$ cat src/wsts_pkg.sv
`timescale 1ns / 1ps
`default_nettype none

package wsts_pkg;

  localparam int NumWorkersDef = 8;
  localparam int QueueDepthDef = 64;
  localparam int TaskBitsDef   = 16;

  localparam int TaskIdW    = 16;
  localparam int WorkerIdW  = 3;
  localparam int StatusW    = 3;
  localparam int QueueUsedW = 3;
  localparam int CfgW       = 4;

  localparam logic [CfgW-1:0] WorkersInUseRst = 4'd4;

  typedef enum logic [StatusW-1:0] {
    ST_QUEUED  = 3'd0,
    ST_DROPPED = 3'd1,
    ST_OWN     = 3'd2,
    ST_STOLEN  = 3'd3,
    ST_NONE    = 3'd4
  } status_e;

  // request held by the top level while the queue logic works on it
  typedef struct packed {
    logic                 fire;
    logic                 fetch;
    logic [WorkerIdW-1:0] worker;
  } exec_t;

  typedef struct packed {
    status_e               status;
    logic [QueueUsedW-1:0] queue;
  } res_t;

endpackage

`default_nettype wire

$ cat src/wsts_queue_ctrl.sv
`timescale 1ns / 1ps
`default_nettype none

module wsts_queue_ctrl #(
  parameter int NumWorkers = wsts_pkg::NumWorkersDef,
  parameter int QueueDepth = wsts_pkg::QueueDepthDef,
  localparam int QW   = (NumWorkers > 1) ? $clog2(NumWorkers) : 1,
  localparam int FW   = $clog2(QueueDepth),
  localparam int CntW = $clog2(QueueDepth + 1)
) (
  input  wire logic                        clk_i,
  input  wire logic                        rst_ni,
  input  wire wsts_pkg::exec_t             exec_i,
  input  wire logic [wsts_pkg::CfgW-1:0]   workers_in_use_i,
  output logic                             ram_we_o,
  output logic                             ram_re_o,
  output logic      [QW+FW-1:0]            ram_addr_o,
  output wsts_pkg::res_t                   res_o
);

  logic [FW-1:0]   front_q [NumWorkers];
  logic [FW-1:0]   front_d [NumWorkers];
  logic [CntW-1:0] cnt_q   [NumWorkers];
  logic [CntW-1:0] cnt_d   [NumWorkers];
  logic [QW-1:0]   sc_q, sc_d;

  logic [wsts_pkg::CfgW-1:0] n_act;
  logic [QW-1:0]   sub_q, widx, hi_idx, lo_idx, pick;
  logic            full, w_act, own, hi_hit, lo_hit, steal;
  logic [FW:0]     back_sum, back_slot;
  logic [FW-1:0]   slot;
  logic            we, re;

  always_comb begin
    if (workers_in_use_i == '0) begin
      n_act = wsts_pkg::CfgW'(1);
    end else if (int'(workers_in_use_i) > NumWorkers) begin
      n_act = wsts_pkg::CfgW'(NumWorkers);
    end else begin
      n_act = workers_in_use_i;
    end
  end

  // circular scan: lowest non-empty queue at or above the worker, else lowest overall
  always_comb begin
    hi_hit = 1'b0;
    lo_hit = 1'b0;
    hi_idx = '0;
    lo_idx = '0;
    for (int j = NumWorkers - 1; j >= 0; j--) begin
      if (cnt_q[j] != '0 && j < int'(n_act)) begin
        lo_hit = 1'b1;
        lo_idx = QW'(j);
        if (j >= int'(exec_i.worker)) begin
          hi_hit = 1'b1;
          hi_idx = QW'(j);
        end
      end
    end
  end

  always_comb begin
    sub_q = (int'(sc_q) < int'(n_act)) ? sc_q : '0;
    sc_d  = (int'(sub_q) + 1 >= int'(n_act)) ? '0 : sub_q + QW'(1);
    full  = cnt_q[sub_q] == CntW'(QueueDepth);

    widx  = QW'(exec_i.worker);
    w_act = int'(exec_i.worker) < int'(n_act);
    own   = w_act && (cnt_q[widx] != '0);
    steal = w_act && !own && lo_hit;
    pick  = hi_hit ? hi_idx : lo_idx;

    back_sum  = {1'b0, front_q[pick]} + (FW+1)'(cnt_q[pick] - CntW'(1));
    back_slot = (int'(back_sum) >= QueueDepth) ? back_sum - (FW+1)'(QueueDepth) : back_sum;

    front_d = front_q;
    cnt_d   = cnt_q;
    we      = 1'b0;
    re      = 1'b0;
    slot    = '0;
    res_o.status = wsts_pkg::ST_NONE;
    res_o.queue  = '0;
    ram_addr_o   = '0;

    if (!exec_i.fetch) begin
      res_o.queue = wsts_pkg::QueueUsedW'(sub_q);
      if (full) begin
        res_o.status = wsts_pkg::ST_DROPPED;
      end else begin
        res_o.status = wsts_pkg::ST_QUEUED;
        slot = (front_q[sub_q] == '0) ? FW'(QueueDepth - 1) : front_q[sub_q] - FW'(1);
        front_d[sub_q] = slot;
        cnt_d[sub_q]   = cnt_q[sub_q] + CntW'(1);
        we = 1'b1;
      end
      ram_addr_o = {sub_q, slot};
    end else if (own) begin
      res_o.status = wsts_pkg::ST_OWN;
      res_o.queue  = wsts_pkg::QueueUsedW'(widx);
      slot = front_q[widx];
      front_d[widx] = (front_q[widx] == FW'(QueueDepth - 1)) ? '0 : front_q[widx] + FW'(1);
      cnt_d[widx]   = cnt_q[widx] - CntW'(1);
      re = 1'b1;
      ram_addr_o = {widx, slot};
    end else if (steal) begin
      res_o.status = wsts_pkg::ST_STOLEN;
      res_o.queue  = wsts_pkg::QueueUsedW'(pick);
      slot = back_slot[FW-1:0];
      cnt_d[pick] = cnt_q[pick] - CntW'(1);
      re = 1'b1;
      ram_addr_o = {pick, slot};
    end
  end

  assign ram_we_o = exec_i.fire && we;
  assign ram_re_o = exec_i.fire && re;

  always_ff @(posedge clk_i or negedge rst_ni) begin
    if (!rst_ni) begin
      sc_q <= '0;
      for (int j = 0; j < NumWorkers; j++) begin
        front_q[j] <= '0;
        cnt_q[j]   <= '0;
      end
    end else if (exec_i.fire) begin
      if (!exec_i.fetch) begin
        sc_q <= sc_d;
      end
      front_q <= front_d;
      cnt_q   <= cnt_d;
    end
  end

  a_one_port_access : assert property (@(posedge clk_i) disable iff (!rst_ni)
    !(ram_we_o && ram_re_o))
    else $error("task store written and read in the same cycle");

  a_queued_writes : assert property (@(posedge clk_i) disable iff (!rst_ni)
    exec_i.fire && !exec_i.fetch && res_o.status == wsts_pkg::ST_QUEUED |-> ram_we_o)
    else $error("queued item without a task store write");

  a_grant_reads : assert property (@(posedge clk_i) disable iff (!rst_ni)
    exec_i.fire && (res_o.status == wsts_pkg::ST_OWN || res_o.status == wsts_pkg::ST_STOLEN)
    |=> cnt_q[$past(pick)] != CntW'(QueueDepth) && !$past(ram_we_o))
    else $error("grant taken from a full queue or with a write");

endmodule

`default_nettype wire

$ cat config.mk
export PLATFORM = sky130hd
export DESIGN_NAME = wsts_queue_ctrl
export DESIGN_NICKNAME = d
export VERILOG_FILES = /design/src/wsts_pkg.sv /design/src/wsts_queue_ctrl.sv
export SDC_FILE = /design/constraint.sdc
export NUM_CORES = 1
export LEC_CHECK = 0
export BUFFER_PORTS_ARGS = -buffer_cell sky130_fd_sc_hd__buf_2
export CORE_UTILIZATION = 55
export DETAILED_ROUTE_END_ITERATION = 6
export PLACE_DENSITY = 0.72
export SETUP_SLACK_MARGIN = 0.4
export SYNTH_ARGS = -nofsm -noshare
export SYNTH_HDL_FRONTEND = slang
export SYNTH_SLANG_ARGS = --single-unit
$ cat constraint.sdc
create_clock -name clk_i -period 13.1 [get_ports clk_i]
set_input_delay 1.31 -clock clk_i [delete_from_list [all_inputs] [get_ports clk_i]]
set_output_delay 1.31 -clock clk_i [all_outputs]
set_load 0.05 [all_outputs]
Word level (Yosys, flattened, before mapping)
Cells that the tools add are included.
{"block": "classes", "addsub": 9, "magnitude_cmp": 26, "n_eq_ne": 5, "n_mux": 105, "bitwise": 4, "reduce_logical": 31}
{"cell": "$mux W56", "count": 4}
{"cell": "$bwmux W56", "count": 3}
{"cell": "$mux W48", "count": 3}
{"cell": "$bwmux W48", "count": 2}
{"cell": "$mux W6", "count": 15}
{"cell": "$mux W3", "count": 25}
{"cell": "$bmux W7 S3", "count": 3}
{"cell": "$demux W7 S3", "count": 3}
{"cell": "$mux W7", "count": 9}
{"cell": "$reduce_bool A7 Y1", "count": 9}
{"cell": "$bmux W6 S3", "count": 3}
{"cell": "$demux W6 S3", "count": 2}
{"cell": "$mux W1", "count": 28}
{"cell": "$mux W9", "count": 3}
{"cell": "$logic_and A1 B1 Y1", "count": 16}
{"cell": "$lt A3 B4 Y1 const A", "count": 4}
{"cell": "$sub A7 B1 Y7 const B", "count": 2}
{"cell": "$ge A4 B4 Y1 const B", "count": 3}
{"cell": "$lt A4 B1 Y1 const B", "count": 3}
{"cell": "$not A3 Y4", "count": 3}
{"cell": "$sub A6 B1 Y6 const B", "count": 2}
{"cell": "$ge A3 B3 Y1 const A", "count": 3}
{"cell": "$lt A1 B4 Y1 const A", "count": 2}
{"cell": "$lt A2 B4 Y1 const A", "count": 2}
{"cell": "other kinds (23)", "count": 28}
{"block": "word_totals", "regBits": 107, "inputBits": 11, "output_inout_bits": 17, "elab_cells": 197}

Depth between registers and ports, before layout
{"block": "depth", "ltp_word": 32, "ltp_mapped": 23, "depth_no_buf": 18}

Least setup slack after synthesis
No wires, ideal clock.
{"block": "synth_path", "path_type": "input to output", "from": "input port exec_i[1] (netlist name)", "to": "output port ram_addr_o[5]", "arrival_ns": 5.912, "t_required_ns": 11.790, "slack_ns": 5.878, "stages": 19, "path_buffers": 4, "path_cell_list": "clkbuf_1 > buf_2 > buf_1 > o32a_2 > nand3_1 > or3_1 > and2_0 > clkbuf_1 > nor4b_1 > a221oi_4 > ha_1 > xor2_1 > ha_1 > a21o_1 > a21o_1 > a21oi_1 > xnor2_1 > xnor3_1 > a21o_1"}
{"block": "synth_between", "elab_chain_len": 27, "word_cells_on_any_way": 64}
{"item": "start, declared", "line_no": "wsts_queue_ctrl.sv:13", "text": "input wire wsts_pkg::exec_t exec_i,"}
{"item": "$ge A3 B3 Y1", "line_no": "wsts_queue_ctrl.sv:54", "text": "if (j >= int'(exec_i.worker)) begin"}
{"item": "$mux W3 / $mux W1 (equally long branches)", "line_no": "wsts_queue_ctrl.sv:54"}
{"item": "$mux W3 / $mux W1 (equally long branches)", "line_no": "wsts_queue_ctrl.sv:51", "text": "if (cnt_q[j] != '0 && j < int'(n_act)) begin"}
{"item": "$mux W3 / $mux W1 (equally long branches)", "line_no": "wsts_queue_ctrl.sv:54"}
{"item": "$mux W3 / $mux W1 (equally long branches)", "line_no": "wsts_queue_ctrl.sv:51"}
{"item": "$mux W3 / $mux W1 (equally long branches)", "line_no": "wsts_queue_ctrl.sv:54"}
{"item": "$mux W3 / $mux W1 (equally long branches)", "line_no": "wsts_queue_ctrl.sv:51"}
{"item": "$mux W3 / $mux W1 (equally long branches)", "line_no": "wsts_queue_ctrl.sv:54"}
{"item": "[10 not listed]"}
{"item": "$mux W7 (implied by the code) (2 in series)", "line_no": "wsts_queue_ctrl.sv:73", "text": "back_sum = {1'b0, front_q[pick]} + (FW+1)'(cnt_q[pick] - CntW'(1));"}
{"item": "$sub A7 B1 Y7", "line_no": "wsts_queue_ctrl.sv:73"}
{"item": "$add A6 B7 Y7", "line_no": "wsts_queue_ctrl.sv:73"}
{"item": "$sub A6 B1 Y6 / $ge A7 B7 Y1 (equally long branches)", "line_no": "wsts_queue_ctrl.sv:74", "text": "back_slot = (int'(back_sum) >= QueueDepth) ? back_sum - (FW+1)'(QueueDepth) : back_sum;"}
{"item": "$mux W6", "line_no": "wsts_queue_ctrl.sv:74"}
{"item": "$mux W9", "line_no": "wsts_queue_ctrl.sv:105", "text": "end else if (steal) begin"}
{"item": "$mux W9 (*)", "line_no": "wsts_queue_ctrl.sv:97", "text": "end else if (own) begin"}
{"item": "$mux W9 (*)", "line_no": "wsts_queue_ctrl.sv:85", "text": "if (!exec_i.fetch) begin"}
{"item": "end, declared", "line_no": "wsts_queue_ctrl.sv:17", "text": "output logic [QW+FW-1:0] ram_addr_o,"}
Every way passes the cells marked *; elsewhere a longest branch is shown, timed or not. The select of a mux whose other input is x is not followed.

Worst setup path in the final report
{"block": "layout_path", "from": "input port exec_i[2] (netlist name)", "to": "output port ram_addr_o[5]"}
Same word-level chain as after synthesis.

==> reports/metrics.cfg <==
[routing]
drt_iter0_markers=2177
drtPass1Iterations=7
antenna_left=0
routed_wl_mm=47.0
drc=9
wire_per_inst_um=33.9
viasPerCell=8.01
vias=11100

[placement]
io_buffers=27
dp_hpwl_mm=34.2
dp.cells=1367
gp_congestion=1.07

[logic_synthesis]
yosys.area.top_type_share=0.277
ys_warn_count=0
synth_edf_count=0
synth.area.top_cells=dfrtp_1 (28%), o221ai_1 (5.1%), nor2_1 (4.8%)
yosysSeqAreaShare=0.277
synthMostInstantiatedCell=nor2_1
syn-num-nets=1205
synth_top_area_cell=dfrtp_1
synth_common_cells=nor2_1 (124), dfrtp_1 (107), nand2_1 (105)
ys.flop_type=dfrtp_1
syn_area_um2=9650
synthArstFlopShare=1.00
syn-mean-instance-area_um2=8.23
synth-seq-cells=107
ys_types=82
netlist_instances=1172

[setup_path]
slowest_stage=xor2_1
r2r_cells=17
path_common_cell=a21o_1
critical_path.cell_chain=buf_2, inv_1, a21oi_1, nand3_1, nand2b_1, o221ai_1, o32ai_1, a221oi_4, ha_1, xor2_1, ha_1, a21o_1, a21o_1, a21oi_1, xnor2_1, xnor3_1, a21o_1, buf_2
reg2reg_from=sc_q[2]$_DFFE_PN0P_
cp.required_ns=11.79
worst-r2r-setup-slack_ns=6.43
timing.rr.end=cnt_q[48]$_DFFE_PN0P_
max_stage_delay_ns=0.68
critPathArrivalTime_ns=7.47
crit_path_end_kind=output port
critPathMaxFanout=35
crit_type=input port to output port
worstSetupStartpointType=input port

[final_layout]
syn2layout_area_growth_pct=6.17
final_cells=1384
final_nets=1186
drive_gt1_frac=0.110

[timing]
relSlewSlack=0.0469
tns_ns=0
hold_ws_ns=0.564
finalHoldViolCount=0
max_freq_mhz=114
finalCritPeriodShare=0.671
min_period_ns=8.78
drv_slew=0
tightest_slew_ns=1.43
skew_ns=0.0181
rsz0062_at_grt=no
setup_viol=0

[grt]
antenna_found_initial=1
grt_max_degree=75
grt_pass1_vias=10000
grt_pass1_wl_mm=67.8
grt_overflow_total=0
grt_use_total=0.524

[floorplanning]
rows=48
chipWidth_um=134
die-area_um2=18100
dieHeight_um=134
start_util=0.560
num_io_pins=28
core-area_um2=17200

[cts]
clkLatencyLatePin_ns=0.39
cts.path.max_buffers=2
postCtsHoldBufs=0
clk_root_buffer_cell=clkbuf_16
cts_tree=yes
cts_buffers=9
htreeDepth=3
clock-sinks=107
post-cts-setup-buffers=0
path_clk_slew_ns=0.08
cts.repair.resized=0

[hold_path]
min-delay-path-class=register to register
worstHoldPathCells=1
hold_start=front_q[7]$_DFFE_PN0P_
hold_end=front_q[7]$_DFFE_PN0P_

[power_and_ir_drop]
power_mw=3.37
switching_power_mw=1.96
power.internal_mw=1.41
power.density_nw_per_um2=329
irDropWorstVdd_mv=0.154
switching_share=0.583
p_seq_frac=0.245
pwr-share-clk=0.095
combPwrFrac=0.660
leakagePower_nw=3.89

[flow_run]
max_cap_violations=0

[run_status]
failed_checks=DRC
status=complete, but fails checks

layout by cell type, fill, tap and decap left out, types with 7 or more instances in the layout:
cell type / Yosys / layout
o31ai_1: 10 / 10
nand2_1: 105 / 105
clkbuf_16: 0 / 9
ha_1: 21 / 21
a211oi_1: 11 / 11
or2_2: 11 / 11
nor4_1: 8 / 8
a221oi_1: 23 / 23
buf_4: 3 / 24
nor3_1: 29 / 29
mux2i_1: 34 / 34
inv_1: 19 / 19
dfrtp_1: 107 / 107
or3_1: 9 / 9
a2bb2oi_1: 7 / 7
nor2b_1: 17 / 17
a22oi_1: 32 / 32
nand3_1: 36 / 36
buf_2: 19 / 26
and2_1: 10 / 10
a31oi_1: 17 / 16
a222oi_1: 11 / 11
o21ai_0: 30 / 30
a21o_1: 11 / 11
mux4_2: 13 / 13
a21oi_1: 86 / 86
o22ai_1: 53 / 53
o221ai_1: 56 / 56
o21a_1: 44 / 44
nand2b_1: 17 / 17
and3_1: 7 / 7
mux2_2: 13 / 13
nor2_1: 124 / 124
xnor2_1: 17 / 17
critical path: cells and delay by family:
family / cells / cell delay (ns)
buffers and inverters: 3 / 1.33
and+or+nand+nor: 2 / 0.60
xor gates and xnor gates: 3 / 1.06
adders and majority gates: 2 / 0.72
AOI/OAI and AO/OA: 8 / 2.43
kinds of logic (layout without fill, tap and decap cells):
group | count (synthesis) | in the layout | share of synthesized area
flip-flops | 107 | 107 | 0.277
other | 0 | 1 | 0
XOR/XNOR | 26 | 26 | 0.0266
AO/OA/AOI/OAI | 454 | 454 | 0.343
multiplexers | 60 | 60 | 0.0808
adder cells (fa/ha/maj) | 22 | 22 | 0.0293
buffers and inverters | 103 | 89 | 0.0437
AND/OR/NAND/NOR | 400 | 400 | 0.199
final cells by class:
type | instances | area (um^2)
Antenna cell | 1 | 2.50
Timing Repair Buffer | 50 | 310
Multi-Input combinational cell | 962 | 6560
Tap cell | 225 | 282
Inverter | 23 | 86.3
Clock buffer | 9 | 225
Clock inverter | 7 | 105
Fill cell | 1570 | 6990
Sequential cell | 107 | 2680
flip-flops by register name (all words and copies together) (netlist names):
| name | count |
|---|---|
| front_q | 48 |
| cnt_q | 56 |
| sc_q | 3 |
power by group through the flow:
stage	clock network, mW	registers, mW	logic [mW]
3_3_place_gp	0	0.796	2.09
2_1_floorplan	0	0.629	1.54
5_1_grt	0.331	0.817	2.32
6_report	0.321	0.826	2.22
4_1_cts	0.320	0.788	2.11
3_5_place_dp	0	0.794	2.10
metal layers:
| layer | GRT usage | up-vias | routed length [um] |
|---|---|---|---|
| li1 | - | 4538 | - |
| met1 | 0.707 | 5159 | 17200 |
| met2 | 0.717 | 1156 | 18500 |
| met3 | 0.212 | 237 | 8210 |
| met4 | 0.265 | 2 | 3040 |
| met5 | 0 | - | 9 |
through the flow:
step / utilization / setup slack [ns] / area (um^2)
after floorplan: - / 5.88 / 9650
after global placement: 0.575 / 4.64 / 9910
after detailed placement: 0.575 / 4.58 / 9910
after CTS: 0.594 / 4.57 / 10200
after global routing: 0.594 / 4.00 / 10200
final: 0.594 / 4.32 / 10200
how the worst max path moves through the flow:
stage               startpoint       endpoint  slack, ns  cells after the start
floorplan            exec_i[1]  ram_addr_o[5]       5.88                     19
CTS                  exec_i[2]  ram_addr_o[5]       4.57                     19
finish               exec_i[2]  ram_addr_o[5]       4.32                     18
global placement     exec_i[2]  ram_addr_o[5]       4.64                     18
global route         exec_i[2]  ram_addr_o[5]       4.00                     19
detailed placement   exec_i[2]  ram_addr_o[5]       4.58                     19
No activity file was read; power rests on OpenSTA's default activity.
